===== src/rtl/cca_pkg.sv =====
package cca_pkg;

  localparam int MAX_CELLS_DEF = 256;
  localparam int CFG_DATA_W    = 9;
  localparam int CFG_INDEX_W   = 2;

  // config register indexes
  localparam logic [CFG_INDEX_W-1:0] CFG_PLANE_COUNT   = 2'd0;
  localparam logic [CFG_INDEX_W-1:0] CFG_RESERVED      = 2'd1;
  localparam logic [CFG_INDEX_W-1:0] CFG_MAP_INSTALLED = 2'd2;

  localparam logic [3:0] PLANE_COUNT_RST    = 4'd8;
  localparam logic [8:0] RESERVED_CELLS_RST = 9'd16;
  localparam logic       MAP_INSTALLED_RST  = 1'b1;

  localparam logic REQ_ALLOC = 1'b0;
  localparam logic REQ_STORE = 1'b1;

  localparam logic [2:0] STAT_OK        = 3'd0;
  localparam logic [2:0] STAT_BAD_ARGS  = 3'd1;
  localparam logic [2:0] STAT_TOO_MANY  = 3'd2;
  localparam logic [2:0] STAT_NO_ROOM   = 3'd3;
  localparam logic [2:0] STAT_RANGE     = 3'd4;
  localparam logic [2:0] STAT_NOT_ALLOC = 3'd5;

  typedef enum logic [1:0] {
    FLAG_AVAIL = 2'd0,
    FLAG_RO    = 2'd1,
    FLAG_ALLOC = 2'd2
  } flag_t;

  typedef enum logic [2:0] {
    S_IDLE,
    S_CHECK,
    S_SCAN,
    S_MARK,
    S_RESP
  } state_t;

  typedef struct packed {
    logic        req_type;
    logic [3:0]  plane_bits;
    logic [8:0]  pixel_count;
    logic [7:0]  cell_index;
    logic [31:0] colour_value;
  } in_word_t;

  typedef struct packed {
    logic [2:0]  status;
    logic [7:0]  base_cell;
    logic [8:0]  block_stride;
    logic        palette_write;
    logic [7:0]  palette_index;
    logic [31:0] palette_rgb;
  } out_word_t;

endpackage


===== src/rtl/cca_flag_store.sv =====
module cca_flag_store
  import cca_pkg::*;
#(
  parameter int MAX_CELLS = MAX_CELLS_DEF,
  localparam int AW = (MAX_CELLS > 1) ? $clog2(MAX_CELLS) : 1
) (
  input  logic          clk,
  input  logic          rst_n,
  input  logic          clr,
  output logic          busy,
  input  logic          wr_en,
  input  logic [AW-1:0] wr_addr,
  input  logic [AW-1:0] rd_addr,
  input  logic [8:0]    reserved,
  output flag_t         rd_flag
);

  // Cells only ever move to allocated, so one bit per cell is the whole
  // state; an unset bit falls back to the init value from the config.
  // The bits are cleared one per cycle after reset and after clr; busy
  // stays high for the whole of that pass. Reads are registered.
  logic          alloc_mem [MAX_CELLS];
  logic          busy_r, busy_nxt;
  logic [AW-1:0] clr_addr_r, clr_addr_nxt;
  logic [AW-1:0] rd_addr_r;
  logic          rd_bit_r;
  logic          clr_last;

  assign clr_last = (clr_addr_r == AW'(MAX_CELLS - 1));
  assign busy     = busy_r;

  always_comb begin
    busy_nxt     = busy_r;
    clr_addr_nxt = clr_addr_r;
    if (clr) begin
      busy_nxt     = 1'b1;
      clr_addr_nxt = '0;
    end else if (busy_r) begin
      clr_addr_nxt = clr_addr_r + AW'(1);
      if (clr_last) busy_nxt = 1'b0;
    end
  end

  always_ff @(posedge clk) begin
    if (!rst_n) begin
      busy_r     <= 1'b1;
      clr_addr_r <= '0;
    end else begin
      busy_r     <= busy_nxt;
      clr_addr_r <= clr_addr_nxt;
    end
  end

  always_ff @(posedge clk) begin
    if (busy_r) begin
      alloc_mem[clr_addr_r] <= 1'b0;
    end else if (wr_en) begin
      alloc_mem[wr_addr] <= 1'b1;
    end
    rd_bit_r  <= alloc_mem[rd_addr];
    rd_addr_r <= rd_addr;
  end

  always_comb begin
    if (rd_bit_r) begin
      rd_flag = FLAG_ALLOC;
    end else if (9'(rd_addr_r) < reserved) begin
      rd_flag = FLAG_RO;
    end else begin
      rd_flag = FLAG_AVAIL;
    end
  end

endmodule


===== src/rtl/colormap_cell_allocator.sv =====
// Colormap cell allocator.
// Input channel (in_valid/in_stall/in_data) takes one request word: an
// allocate of pixel_count blocks of 2^plane_bits aligned cells, or a store
// of an rgb word into an allocated cell. Each request yields exactly one
// result word on out_valid/out_stall/out_data.
// One request is worked at a time; in_stall is high from acceptance until
// the result has moved into the output register, and while cfg_valid is up.
// A store passes through the check and response states before out_valid.
// An allocate walks the flags one cell per cycle from cell 0 until a large
// enough aligned free run is seen (or the map end is reached), then
// marks the granted cells one per cycle and moves to the response state.
// A stalled result holds in the output register; a new request is still
// taken and its result waits in the sequencer until the register frees.
// Config writes (cfg_valid/cfg_ready) are taken while idle; any write to
// a defined register clears the allocation bits in a pass
// with in_stall high and cfg_ready low. Reset restores 8 planes,
// 16 reserved cells, map installed, and runs the same clearing pass.
module colormap_cell_allocator
  import cca_pkg::*;
#(
  parameter int MAX_CELLS = MAX_CELLS_DEF,
  localparam int AW = (MAX_CELLS > 1) ? $clog2(MAX_CELLS) : 1,
  localparam int CW = AW + 1
) (
  input  logic                   clk,
  input  logic                   rst_n,
  input  logic                   in_valid,
  output logic                   in_stall,
  input  in_word_t               in_data,
  output logic                   out_valid,
  input  logic                   out_stall,
  output out_word_t              out_data,
  input  logic                   cfg_valid,
  output logic                   cfg_ready,
  input  logic [CFG_INDEX_W-1:0] cfg_index,
  input  logic [CFG_DATA_W-1:0]  cfg_data
);

  state_t    state_r, state_nxt;
  in_word_t  req_r, req_nxt;
  logic [3:0] plane_cnt_r, plane_cnt_nxt;
  logic [8:0] reserved_r, reserved_nxt;
  logic       installed_r, installed_nxt;
  logic [CW-1:0] ncells_r, ncells_nxt;
  logic [8:0]    block_r, block_nxt;
  logic [CW-1:0] scan_idx_r, scan_idx_nxt;
  logic [CW-1:0] run_r, run_nxt;
  logic [CW-1:0] start_r, start_nxt;
  logic [CW-1:0] end_r, end_nxt;
  out_word_t res_r, res_nxt;
  logic      out_valid_r, out_valid_nxt;
  out_word_t out_data_r, out_data_nxt;

  logic [3:0]    p_eff;
  logic [8:0]    size9;
  logic [CW-1:0] map_size;
  logic          cfg_wr, cfg_hit;
  logic [16:0]   ncells_full;
  logic          bad_args, too_many;
  logic          at_end, cell_free, aligned, found, mark_last, out_free;
  logic [CW-1:0] run_inc;
  logic [AW-1:0] flag_rd_addr;
  flag_t         flag_rd;
  logic          flags_busy, in_take;

  // map size = 2^plane_count, plane count clamped to 1..8, capped at MAX_CELLS
  always_comb begin
    if (plane_cnt_r < 4'd1) begin
      p_eff = 4'd1;
    end else if (plane_cnt_r > 4'd8) begin
      p_eff = 4'd8;
    end else begin
      p_eff = plane_cnt_r;
    end
    size9 = 9'd1 << p_eff;
    map_size = (size9 > 9'(MAX_CELLS)) ? CW'(MAX_CELLS) : CW'(size9);
  end

  assign in_stall  = (state_r != S_IDLE) || flags_busy || cfg_valid;
  assign cfg_ready = (state_r == S_IDLE) && !flags_busy;
  assign in_take   = in_valid && !in_stall;

  assign cfg_wr  = cfg_valid && cfg_ready;
  assign cfg_hit = cfg_wr && (cfg_index == CFG_PLANE_COUNT ||
                              cfg_index == CFG_RESERVED ||
                              cfg_index == CFG_MAP_INSTALLED);

  // flag read is registered: address the cell that is looked at next cycle
  assign flag_rd_addr = (state_r == S_IDLE) ? AW'(in_data.cell_index)
                                            : scan_idx_nxt[AW-1:0];

  cca_flag_store #(
    .MAX_CELLS(MAX_CELLS)
  ) u_flags (
    .clk     (clk),
    .rst_n   (rst_n),
    .clr     (cfg_hit),
    .busy    (flags_busy),
    .wr_en   (state_r == S_MARK),
    .wr_addr (scan_idx_r[AW-1:0]),
    .rd_addr (flag_rd_addr),
    .reserved(reserved_r),
    .rd_flag (flag_rd)
  );

  // request checks; the shifted count is only meaningful for plane_bits <= 8
  assign ncells_full = 17'(req_r.pixel_count) << req_r.plane_bits;
  assign bad_args    = (req_r.pixel_count == 9'd0);
  assign too_many    = (req_r.plane_bits > 4'd8) || (ncells_full > 17'(map_size));

  // scan step
  assign at_end    = (scan_idx_r == map_size);
  assign cell_free = (flag_rd == FLAG_AVAIL);
  assign aligned   = ((9'(scan_idx_r) & (block_r - 9'd1)) == 9'd0);
  assign run_inc   = run_r + CW'(1);
  assign found     = !at_end && cell_free && (run_r != '0 || aligned) &&
                     (run_inc == ncells_r);
  assign mark_last = (scan_idx_r + CW'(1) == end_r);
  assign out_free  = !out_valid_r || !out_stall;

  // next state
  always_comb begin
    state_nxt = state_r;
    case (state_r)
      S_IDLE: begin
        if (in_take) state_nxt = S_CHECK;
      end
      S_CHECK: begin
        if (req_r.req_type == REQ_STORE || bad_args || too_many) begin
          state_nxt = S_RESP;
        end else begin
          state_nxt = S_SCAN;
        end
      end
      S_SCAN: begin
        if (at_end) begin
          state_nxt = S_RESP;
        end else if (found) begin
          state_nxt = S_MARK;
        end
      end
      S_MARK: begin
        if (mark_last) state_nxt = S_RESP;
      end
      S_RESP: begin
        if (out_free) state_nxt = S_IDLE;
      end
      default: state_nxt = S_IDLE;
    endcase
  end

  // datapath and outputs
  always_comb begin
    req_nxt       = req_r;
    plane_cnt_nxt = plane_cnt_r;
    reserved_nxt  = reserved_r;
    installed_nxt = installed_r;
    ncells_nxt    = ncells_r;
    block_nxt     = block_r;
    scan_idx_nxt  = scan_idx_r;
    run_nxt       = run_r;
    start_nxt     = start_r;
    end_nxt       = end_r;
    res_nxt       = res_r;
    out_valid_nxt = out_valid_r && out_stall;
    out_data_nxt  = out_data_r;

    if (cfg_wr) begin
      case (cfg_index)
        CFG_PLANE_COUNT:   plane_cnt_nxt = cfg_data[3:0];
        CFG_RESERVED:      reserved_nxt  = cfg_data[8:0];
        CFG_MAP_INSTALLED: installed_nxt = cfg_data[0];
        default: ;
      endcase
    end

    case (state_r)
      S_IDLE: begin
        if (in_take) req_nxt = in_data;
      end
      S_CHECK: begin
        res_nxt      = '0;
        ncells_nxt   = CW'(ncells_full);
        block_nxt    = 9'd1 << req_r.plane_bits;
        scan_idx_nxt = '0;
        run_nxt      = '0;
        start_nxt    = '0;
        if (req_r.req_type == REQ_STORE) begin
          if (9'(req_r.cell_index) >= 9'(map_size)) begin
            res_nxt.status = STAT_RANGE;
          end else if (flag_rd != FLAG_ALLOC) begin
            res_nxt.status = STAT_NOT_ALLOC;
          end else begin
            res_nxt.status = STAT_OK;
            if (installed_r) begin
              res_nxt.palette_write = 1'b1;
              res_nxt.palette_index = req_r.cell_index;
              res_nxt.palette_rgb   = req_r.colour_value;
            end
          end
        end else if (bad_args) begin
          res_nxt.status = STAT_BAD_ARGS;
        end else if (too_many) begin
          res_nxt.status = STAT_TOO_MANY;
        end
      end
      S_SCAN: begin
        if (at_end) begin
          res_nxt.status = STAT_NO_ROOM;
        end else begin
          // a run only starts counting on an aligned free cell
          if (!cell_free) begin
            run_nxt = '0;
          end else if (run_r != '0) begin
            run_nxt = run_inc;
          end else if (aligned) begin
            run_nxt   = CW'(1);
            start_nxt = scan_idx_r;
          end
          if (found) begin
            scan_idx_nxt = start_nxt;
            end_nxt      = start_nxt + ncells_r;
          end else begin
            scan_idx_nxt = scan_idx_r + CW'(1);
          end
        end
      end
      S_MARK: begin
        scan_idx_nxt = scan_idx_r + CW'(1);
        if (mark_last) begin
          res_nxt.status       = STAT_OK;
          res_nxt.base_cell    = 8'(start_r);
          res_nxt.block_stride = block_r;
        end
      end
      S_RESP: begin
        if (out_free) begin
          out_valid_nxt = 1'b1;
          out_data_nxt  = res_r;
        end
      end
      default: ;
    endcase
  end

  always_ff @(posedge clk) begin
    if (!rst_n) begin
      state_r     <= S_IDLE;
      plane_cnt_r <= PLANE_COUNT_RST;
      reserved_r  <= RESERVED_CELLS_RST;
      installed_r <= MAP_INSTALLED_RST;
      out_valid_r <= 1'b0;
    end else begin
      state_r     <= state_nxt;
      plane_cnt_r <= plane_cnt_nxt;
      reserved_r  <= reserved_nxt;
      installed_r <= installed_nxt;
      out_valid_r <= out_valid_nxt;
    end
  end

  always_ff @(posedge clk) begin
    req_r      <= req_nxt;
    ncells_r   <= ncells_nxt;
    block_r    <= block_nxt;
    scan_idx_r <= scan_idx_nxt;
    run_r      <= run_nxt;
    start_r    <= start_nxt;
    end_r      <= end_nxt;
    res_r      <= res_nxt;
    out_data_r <= out_data_nxt;
  end

  assign out_valid = out_valid_r;
  assign out_data  = out_data_r;

  // never grant a cell twice
  a_mark_free: assert property (@(posedge clk) disable iff (!rst_n)
    (state_r == S_MARK) |-> (flag_rd == FLAG_AVAIL))
    else $error("marking a cell that is not available");

  a_accept_check: assert property (@(posedge clk) disable iff (!rst_n)
    (in_valid && !in_stall) |=> (state_r == S_CHECK))
    else $error("accepted word not checked next cycle");

  a_base_aligned: assert property (@(posedge clk) disable iff (!rst_n)
    (out_valid_r && out_data_r.status == STAT_OK && out_data_r.block_stride != 9'd0)
      |-> ((9'(out_data_r.base_cell) & (out_data_r.block_stride - 9'd1)) == 9'd0))
    else $error("granted base not on block boundary");

  a_out_from_resp: assert property (@(posedge clk) disable iff (!rst_n)
    $rose(out_valid_r) |-> $past(state_r == S_RESP))
    else $error("result word without response state");

endmodule

===== config.mk =====
export PLATFORM = sky130hd
export DESIGN_NAME = colormap_cell_allocator
export DESIGN_NICKNAME = d
export VERILOG_FILES = /design/src/rtl/cca_pkg.sv /design/src/rtl/cca_flag_store.sv /design/src/rtl/colormap_cell_allocator.sv
export SDC_FILE = /design/constraint.sdc
export NUM_CORES = 1
export LEC_CHECK = 0
export BUFFER_PORTS_ARGS = -buffer_cell sky130_fd_sc_hd__buf_2
export CAP_MARGIN = 20
export CELL_PAD_IN_SITES_DETAIL_PLACEMENT = 1
export CELL_PAD_IN_SITES_GLOBAL_PLACEMENT = 1
export CORE_UTILIZATION = 34
export DETAILED_ROUTE_END_ITERATION = 8
export GPL_ROUTABILITY_DRIVEN = 0
export PLACE_DENSITY = 0.64
export SYNTH_ARGS = -nofsm -noshare
export SYNTH_HDL_FRONTEND = slang
export SYNTH_HIERARCHICAL = 1
export SYNTH_SLANG_ARGS = --single-unit

===== constraint.sdc =====
create_clock -name clk -period 18.5 [get_ports clk]
set_input_delay 3.7 -clock clk [delete_from_list [all_inputs] [get_ports clk]]
set_output_delay 3.7 -clock clk [all_outputs]
set_load 0.02 [all_outputs]

==> flow_summary.ini, run 1 <==
[critical_path]
crit_required_ps = 14800
cp-start-kind = primary input
crit_chain = buf_2 > or3_1 > buf_2
r2r-end = u_flags/rd_bit_r$_DFF_P_
crit_slowest_cell = or3_1
crit_path_frequent_cell = buf_2
rr_startpoint = reserved_r[1]$_SDFFE_PN0P_
r2r_cells = 25
critPathKind = primary input to primary output
cp_max_fo = 3
critPathCaptureType = primary output
worstPathArrival_ps = 4400
ff2ff_setup_slack_ps = 10480
cpPeakStageDelay_ps = 400

[global_route]
grt_use_met2 = 0.300
grt_usage = 0.180
grt_pass1_wl_um = 96900
gr-usage-met3 = 0.0299
grt_max_degree = 200
met1_usage = 0.242
antenna_found_initial = 2
grt_overflow = 0
grt_pass1_vias = 15718
grt_busiest_layer = met2

[yosys]
ys.flop_type = edfxtp_1
synth_area_um2 = 23600
synth_edf_count = 478
synthCells = 1836
synth_warnings = 6
ys_types = 88
avgSynthCellArea_um2 = 12.9
ys_seq_elements = 522
async_reset_ff_frac = 0
seq_area_frac_synth = 0.645

[die]
core_area_um2 = 68700
die_h_um = 266
die_w_um = 266
initial_utilization = 0.344
die_area_um2 = 70500
ios = 134
num_rows = 96

[route]
wirelength_um = 63900
vias = 15292
dr.pass1.iters = 5
drtAntennaViolNets = 0
drcViolationCount = 0
wl_per_cell_um = 22.0
drt_iter0_markers = 1265
avgViaCountPerCell = 5.25

[power_and_ir_drop]
p_int_mw = 2.16
power_frac_comb = 0.150
p_sw_uw = 796
peakVddDrop_mv = 0.0756
swShare = 0.269
p_leak_nw = 8.44
power_density_nw_per_um2 = 110
power.share.sequential = 0.471
p_clk_frac = 0.379

[timing]
hold_viol_final = 0
rsz0062_at_grt = no
worstMarginPinSlew_ps = 1420
final-max-slew-violation-count = 0
setup_viol = 0
fin_setup_tns_ps = 0
period_minus_slack_ps = 8100
skew_ps = 36.0
whs_ps = 416
fin_crit_sh = 0.438
relSlewSlack = 0.0565
fmax_ghz = 0.123

[min_path]
hp-start = res_r[28]$_SDFFCE_PP0P_
min_to = out_data[28]$_DFFE_PP_
hold_depth = 0
min_path_type = flip-flop to flip-flop

[place]
numPortBuffers = 133
dp.final_hpwl_um = 42800

[clocking]
cts_buffer_depth = 3
tritoncts = done
ctsResizeCount = 0
cts.htree.levels = 2
cts_sinks = 522
cts_made_buffers = 54
ctsHoldBuffers = 0
cts_root_buffer = clkbuf_16
insertion_delay_ps = 630
clkSlewWorstSetupHoldPaths_ps = 60
post_cts.repair.setup_buffers = 0

[final_layout]
fill_cells = 7257
ff_latch_area_um2 = 15200
multi_input_area_um2 = 7760
diodes = 0
syn2layout_area_growth_pct = 14.3
drive_gt1_frac = 0.154
layout.nets = 2041

[job]
maxCapViolations = 0

[status]
status = complete, no violations
[logic make-up (layout without fill, tap and decap cells)]
group           after synthesis  after routing  synth area share
flops                       522            522             0.645
other cells                   1              2          0.000159
compound gates              213            213            0.0633
xor+xnor                     54             54            0.0200
fa+ha+maj                    38             38            0.0204
mux                         133            133            0.0796
simple gates                720            720             0.143
buf+inv                     155            297            0.0288
[per-stage QoR]
step | area [µm²] | setup slack, ps | cells | total power [mW] | util
after floorplan | 23600 | 10650 | 1837 | 1.71 | -
after CTS | 27000 | 10350 | 2908 | 2.99 | 0.392
after global routing | 27000 | 9950 | 2910 | 3.07 | 0.393
after global placement | 25100 | 10420 | 2806 | 1.85 | 0.366
after detailed placement | 25100 | 10390 | 2806 | 1.86 | 0.366
final | 27000 | 10400 | 2910 | 2.96 | 0.393
[metal layers]
metal | routed length, µm | up-vias
li1 | - | 6922
met1 | 28600 | 7871
met2 | 30400 | 402
met3 | 3550 | 93
met4 | 1380 | 4
met5 | 19 | -
[cells in the mapped netlist (4+ instances only)]
| master | n | share of area |
|---|---|---|
| mux2i_1 | 85 | 0.036 |
| nor2b_1 | 14 | 0.0037 |
| xor2_1 | 25 | 0.0093 |
| a31oi_1 | 6 | 0.0016 |
| nand2_1 | 104 | 0.017 |
| or3_1 | 18 | 0.0048 |
| o21ai_0 | 33 | 0.0070 |
| a211oi_1 | 4 | 0.0013 |
| mux4_1 | 11 | 0.012 |
| a21oi_1 | 33 | 0.0070 |
| ha_1 | 37 | 0.020 |
| a22oi_1 | 6 | 0.0019 |
| o31ai_1 | 9 | 0.0029 |
| nand3b_1 | 20 | 0.0064 |
| buf_2 | 17 | 0.0036 |
| nor2_1 | 348 | 0.055 |
| xnor2_1 | 29 | 0.011 |
| a21boi_0 | 9 | 0.0029 |
| o21a_1 | 4 | 0.0013 |
| a221o_1 | 5 | 0.0021 |
| nor4_1 | 11 | 0.0029 |
| o22ai_1 | 27 | 0.0071 |
| mux2_2 | 7 | 0.0033 |
| nand2b_1 | 21 | 0.0056 |
| a21o_1 | 13 | 0.0041 |
| buf_4 | 4 | 0.0013 |
| nand4_1 | 8 | 0.0021 |
| nor3_1 | 19 | 0.0040 |
| a22o_1 | 5 | 0.0019 |
| and2_1 | 61 | 0.016 |
| edfxtp_1 | 478 | 0.61 |
| nor3b_1 | 5 | 0.0016 |
| dfxtp_1 | 44 | 0.037 |
| mux4_2 | 28 | 0.027 |
| o2111ai_1 | 6 | 0.0022 |
| inv_1 | 42 | 0.0067 |
| or2_2 | 10 | 0.0026 |
| buf_6 | 6 | 0.0029 |
| o211ai_1 | 8 | 0.0025 |
| o21bai_1 | 5 | 0.0016 |
| clkbuf_1 | 78 | 0.012 |
| nand3_1 | 58 | 0.012 |
[worst max path at each step]
| stage | slack [ps] | end | from | cells after the start |
|---|---|---|---|---|
| after floorplan | 10650 | in_stall | cfg_valid | 1 |
| after global placement | 10420 | in_stall | cfg_valid | 3 |
| after detailed placement | 10390 | u_flags/rd_bit_r$_DFF_P_ | reserved_r[1]$_SDFFE_PN0P_ | 25 |
| after CTS | 10350 | u_flags/rd_bit_r$_DFF_P_ | reserved_r[1]$_SDFFE_PN0P_ | 25 |
| after global routing | 9950 | u_flags/rd_bit_r$_DFF_P_ | reserved_r[1]$_SDFFE_PN0P_ | 25 |
| final | 10400 | in_stall | cfg_valid | 3 |
[final cells by class]
| class | instances | share of cell area |
|---|---|---|
| multi-input combinational | 1160 | 0.288 |
| tap | 931 | 0.0432 |
| clock buffer | 69 | 0.0548 |
| sequential | 522 | 0.564 |
| timing repair buffer | 150 | 0.0303 |
| clock inverter | 33 | 0.0132 |
| inverter | 45 | 0.00644 |
[cell usage in the layout, fill, tap and decap left out, drive strengths merged, types with 21 or more instances in the layout]
master  count
dfxtp      44
a21oi      35
clkbuf     69
xnor2      29
and2       61
xor2       25
nand3      58
o21ai      37
edfxtp    478
inv        46
mux2i      85
o22ai      27
mux4       39
clkinv     25
nand2     104
ha         37
nor2      350
nand2b     21
buf       150
[state kept, by name, indices dropped and copies added (netlist names), 3 cells and up]
| register | flops |
|---|---|
| start_r | 9 |
| plane_cnt_r | 4 |
| ncells_r | 9 |
| scan_idx_r | 9 |
| out_data | 61 |
| u_flags/clr_addr_r | 8 |
| u_flags/alloc_mem | 256 |
| block_r | 9 |
| reserved_r | 9 |
| state_r | 3 |
| req_r | 54 |
| res_r | 61 |
| end_r | 9 |
| run_r | 9 |
| u_flags/rd_addr_r | 8 |
[worst max-delay path: cells and delay by family]
kind	cells	cell delay (ps)
AND/OR/NAND/NOR	1	400
buffers and inverters	2	300
[power groups by stage]
stage	Sequential (mW)	Combinational (mW)	Clock, mW
2_1_floorplan	1.42	0.289	0
3_3_place_gp	1.42	0.437	0
3_5_place_dp	1.42	0.445	0
4_1_cts	1.39	0.447	1.15
5_1_grt	1.40	0.478	1.19
6_report	1.39	0.444	1.12
No activity file was read; power rests on OpenSTA's default activity.
==> run 2: changes to the inputs <==
--- a/config.mk
+++ b/config.mk
@@ -12,7 +12,7 @@
 export CORE_UTILIZATION = 34
 export DETAILED_ROUTE_END_ITERATION = 8
 export GPL_ROUTABILITY_DRIVEN = 0
-export PLACE_DENSITY = 0.64
+export PLACE_DENSITY = 0.67
 export SYNTH_ARGS = -nofsm -noshare
 export SYNTH_HDL_FRONTEND = slang
 export SYNTH_HIERARCHICAL = 1
==> constraint.sdc (replaced) <==
create_clock -name clk -period 7.23 [get_ports clk]
set_input_delay 1.446 -clock clk [delete_from_list [all_inputs] [get_ports clk]]
set_output_delay 1.446 -clock clk [all_outputs]
set_load 0.02 [all_outputs]
==> flow_summary.ini, run 2 (same netlist as run 1, synthesis figures left out) <==
[place]
placed_cell_area_um2 = 25200
dp.final_hpwl_um = 43800
numPortBuffers = 133

[clocking]
clkSlewWorstSetupHoldPaths_ps = 60
tritoncts = done
cts_made_buffers = 55
cts.htree.levels = 2
cts_root_buffer = clkbuf_16
cts_sinks = 522
post_cts.repair.setup_buffers = 0
ctsHoldBuffers = 0
insertion_delay_ps = 630
cts_buffer_depth = 3
ctsResizeCount = 0

[final_layout]
ff_latch_area_um2 = 15200
final_common_cell = edfxtp_1
most-common-layout-cells = 478 x edfxtp_1, 347 x nor2_1, 133 x buf_2
layout.nets = 2054
multi_input_area_um2 = 7760
fill_cells = 7316
design_area_um2 = 27000
drive_gt1_frac = 0.159
diodes = 0
top_register = u_flags/alloc_mem
syn2layout_area_growth_pct = 14.4
largest_reg_flops = 256

[power_and_ir_drop]
p_sw_mw = 1.97
power_frac_comb = 0.145
power_density_nw_per_um2 = 275
power.share.sequential = 0.479
swShare = 0.265
p_int_mw = 5.46
p_leak_nw = 9.55
p_clk_frac = 0.377
peakVddDrop_mv = 0.175

[critical_path]
rr_startpoint = reserved_r[1]$_SDFFE_PN0P_
ff2ff_setup_slack_ps = 860
cp-start-kind = flip-flop
crit_required_ps = 7740
critPathKind = flip-flop to flip-flop
worstSetupStartpoint = reserved_r[1]$_SDFFE_PN0P_
r2r_cells = 27
worstPathArrival_ps = 6880
critPathCaptureType = flip-flop
cp_max_fo = 21

[die]
ios = 134
initial_utilization = 0.344
die_h_um = 266
die_area_um2 = 70500
num_rows = 96
die_w_um = 266
core_area_um2 = 68700

[timing]
fin_setup_tns_ps = 0
rsz0062_at_grt = no
hold_viol_final = 0
setup_viol = 0
relSlewSlack = 0.219
period_minus_slack_ps = 6370
fmax_ghz = 0.157
fin_crit_sh = 0.881
final-max-slew-violation-count = 0
skew_ps = 32.1
worstMarginPinSlew_ps = 1170

[route]
drtAntennaViolNets = 0
wl_per_cell_um = 21.9
wirelength_um = 64100
avgViaCountPerCell = 5.22
drcViolationCount = 0
drt_iter0_markers = 1388
dr.pass1.iters = 5
vias = 15244

[global_route]
antenna_found_initial = 6
grt_overflow = 0
grt_max_degree = 140
grt_pass1_vias = 15733
grt_usage = 0.180
grt_pass1_wl_um = 96800

[min_path]
hp-start = res_r[41]$_SDFFCE_PN0P_
min_path_type = flip-flop to flip-flop
hold_depth = 0

[job]
maxCapViolations = 0

[status]
status = complete, no violations
run 2: cell count changes in the layout (fill, tap and decap cells not counted), moves of 2 or more:
cell / change
clkinv_1: -10
inv_16: -2
clkbuf_1: +8
buf_4: +11
inv_6: +3
run 2: worst max-delay path: stages (launching register included):
cell and delay, ps:
dfxtp_1 350, inv_1 50, ha_1 270, a21o_1 100, a21o_1 110, a21o_1 110, a211oi_1 70, o21bai_1 150
a31oi_1 190, or2_2 380, nor3_1 200, o211ai_1 120, nor4_2 220, nand3_1 130, or3_1 540, nor2_1 180
buf_4 210, nand2_1 120, a31oi_4 390, buf_4 360, buf_4 420, mux2i_1 230, o22ai_1 90, nor4_1 360
or4b_2 220, o22ai_1 90, a31o_1 210, a221o_1 340
run 2: worst paths after layout:
path | end
max | u_flags/rd_bit_r$_DFF_P_
min | out_data[41]$_DFFE_PP_
max reg2reg | u_flags/rd_bit_r$_DFF_P_
min reg2reg | out_data[41]$_DFFE_PP_
run 2: per-layer routing:
layer / vias up / GRT usage / share of wire
li1: 6949 / - / -
met1: 7731 / 0.236 / 0.44
met2: 455 / 0.303 / 0.48
met3: 99 / 0.0366 / 0.063
met4: 10 / 0.0472 / 0.022
met5: - / 0 / 0.0012
run 2: power groups by stage:
stage | Sequential, mW | Combinational [mW] | Clock, mW
global route | 3.57 | 1.16 | 2.96
floorplan | 3.63 | 0.680 | 0
CTS | 3.56 | 1.08 | 2.87
detailed placement | 3.62 | 1.07 | 0
global placement | 3.61 | 1.05 | 0
finish | 3.56 | 1.08 | 2.80
run 2: area by class of cell:
| cell class | count | area share |
|---|---|---|
| Inverter | 45 | 0.00644 |
| Tap cell | 931 | 0.0431 |
| Timing Repair Buffer | 162 | 0.0337 |
| Clock inverter | 23 | 0.0101 |
| Clock buffer | 77 | 0.0555 |
| Multi-Input combinational cell | 1160 | 0.287 |
| Sequential cell | 522 | 0.564 |
run 2: metrics by stage:
step,util,instances,total power [mW],hold WS [ps],setup WS (ps)
after floorplan,-,1837,4.31,400,239
after global placement,0.367,2817,4.66,402,976
after detailed placement,0.367,2817,4.69,406,863
after CTS,0.393,2917,7.51,411,832
after global routing,0.393,2920,7.69,422,471
final,0.393,2920,7.43,406,857
==> run 3: changes to the inputs <==
--- a/config.mk
+++ b/config.mk
@@ -10,9 +10,10 @@
 export CELL_PAD_IN_SITES_DETAIL_PLACEMENT = 1
 export CELL_PAD_IN_SITES_GLOBAL_PLACEMENT = 1
 export CORE_UTILIZATION = 34
+export CTS_BUF_LIST = sky130_fd_sc_hd__clkbuf_4 sky130_fd_sc_hd__clkbuf_8 sky130_fd_sc_hd__clkbuf_16
 export DETAILED_ROUTE_END_ITERATION = 8
 export GPL_ROUTABILITY_DRIVEN = 0
-export PLACE_DENSITY = 0.67
+export PLACE_DENSITY = 0.58
 export SYNTH_ARGS = -nofsm -noshare
 export SYNTH_HDL_FRONTEND = slang
 export SYNTH_HIERARCHICAL = 1
==> flow_summary.ini, run 3 (same netlist as run 1, synthesis figures left out) <==
[route]
wirelength_um = 66000
drtAntennaViolNets = 0
dr.pass1.iters = 7
drt_iter0_markers = 1219
drcViolationCount = 0
vias = 15308
wl_per_cell_um = 22.5
avgViaCountPerCell = 5.22

[die]
ios = 134
die_area_um2 = 70500
core_area_um2 = 68700
initial_utilization = 0.344
num_rows = 96
die_h_um = 266
die_w_um = 266

[clocking]
post_cts.repair.setup_buffers = 0
insertion_delay_ps = 650
cts_made_buffers = 56
cts.htree.levels = 2
cts_buffer_depth = 3
ctsHoldBuffers = 0
cts_root_buffer = clkbuf_16
ctsResizeCount = 0
clkSlewWorstSetupHoldPaths_ps = 60
tritoncts = done
cts_sinks = 522

[final_layout]
design_area_um2 = 27300
multi_input_area_um2 = 7760
most-common-layout-cells = 478 x edfxtp_1, 347 x nor2_1, 134 x buf_2
largest_reg_flops = 256
fill_cells = 7237
drive_gt1_frac = 0.174
layout.nets = 2064
top_register = u_flags/alloc_mem
syn2layout_area_growth_pct = 15.4
ff_latch_area_um2 = 15200
final_common_cell = edfxtp_1

[power_and_ir_drop]
total_power_mw = 7.68
peakVddDrop_mv = 0.189
power_density_nw_per_um2 = 282
p_leak_nw = 9.71

[timing]
rsz0062_at_grt = no
setup_ws_ps = 694
fmax_ghz = 0.153
relSlewSlack = 0.215
period_minus_slack_ps = 6540
setup_viol = 0
fin_crit_sh = 0.904
worstMarginPinSlew_ps = 1180
skew_ps = 32.9
fin_setup_tns_ps = 0
final-max-slew-violation-count = 0
hold_viol_final = 0

[critical_path]
worstPathArrival_ps = 7050
critPathKind = flip-flop to flip-flop
crit_slowest_cell = a31oi_4
cpPeakStageDelay_ps = 770
crit_path_frequent_cell = a21o_1
crit_required_ps = 7750
crit_chain = inv_1 > ha_1 > a21o_1 > a21o_1 > a21o_1 > a211oi_1 > o21bai_1 > a31oi_1 > or2_2 > nor3_1 > o211ai_1 > nor4_2 > nand3_1 > or3_1 > nor2_1 > buf_4 > nand2_1 > a31oi_4 > buf_4 > mux4_1 > mux4_2 > a21o_1 > a31o_1 > a221o_1
cp_max_fo = 19
cp-start-kind = flip-flop
critPathCaptureType = flip-flop

[place]
numPortBuffers = 133
dp_slack_ps = 655
dp.final_hpwl_um = 45300
placed_cell_area_um2 = 25300

[global_route]
grt_usage = 0.187
antenna_found_initial = 4
grt_overflow = 0
grt_max_degree = 181
grt_pass1_wl_um = 99600
grt_pass1_vias = 15779

[job]
maxCapViolations = 0

[min_path]
min_path_type = flip-flop to flip-flop

[status]
status = complete, no violations
run 3: cell count changes in the layout (fill, tap and decap cells not counted), sizes merged:
cell | previous run | this run
buf | 161 | 171
bufinv | 5 | 7
clkbuf | 78 | 70
clkinv | 14 | 23
clkinvlp | 2 | 4
diode | 0 | 1
inv | 47 | 46
run 3: final cells by class:
cell class,instances,share of cell area
Sequential cell,522,0.559
Clock inverter,35,0.0151
Multi-Input combinational cell,1160,0.285
Tap cell,931,0.0427
Clock buffer,70,0.0563
Antenna cell,1,0.0000918
Timing Repair Buffer,171,0.0361
Inverter,45,0.00638
run 3: worst paths after layout:
check	to	slack, ps	cells past startpoint	from
max	u_flags/rd_bit_r$_DFF_P_	690	24	reserved_r[1]$_SDFFE_PN0P_
min reg2reg	out_data[5]$_DFFE_PP_	420	0	res_r[5]$_SDFFCE_PP0P_
min	out_data[5]$_DFFE_PP_	420	0	res_r[5]$_SDFFCE_PP0P_
max reg2reg	u_flags/rd_bit_r$_DFF_P_	690	24	reserved_r[1]$_SDFFE_PN0P_
run 3: power breakdown:
part	total, mW	switching [mW]	internal [mW]
Combinational	1.09	0.700	0.393
Sequential	3.55	0.0965	3.46
Clock	3.04	1.27	1.77
Total	7.68	2.06	5.62
run 3: layer usage:
layer	up-vias	track usage	routed length, µm
li1	6981	-	-
met3	100	0.0339	3730
met1	7795	0.258	30100
met4	6	0.0505	1410
met2	426	0.303	30800
met5	-	0	35
run 3: metrics by stage:
stage | hold slack (ps) | cells | util
after floorplan | 400 | 1837 | -
after global placement | 401 | 2826 | 0.368
after detailed placement | 405 | 2827 | 0.368
after CTS | 416 | 2932 | 0.396
after global routing | 418 | 2934 | 0.397
final | 417 | 2935 | 0.397
run 3: critical path: cells and delay by family, from the launching register on:
family,cells,cell delay [ps]
buffers and inverters,3,540
AND/OR/NAND/NOR,7,1850
flip-flops,1,340
multiplexers,2,1020
AO/OA/AOI/OAI,11,2390
adder cells (fa/ha/maj),1,270
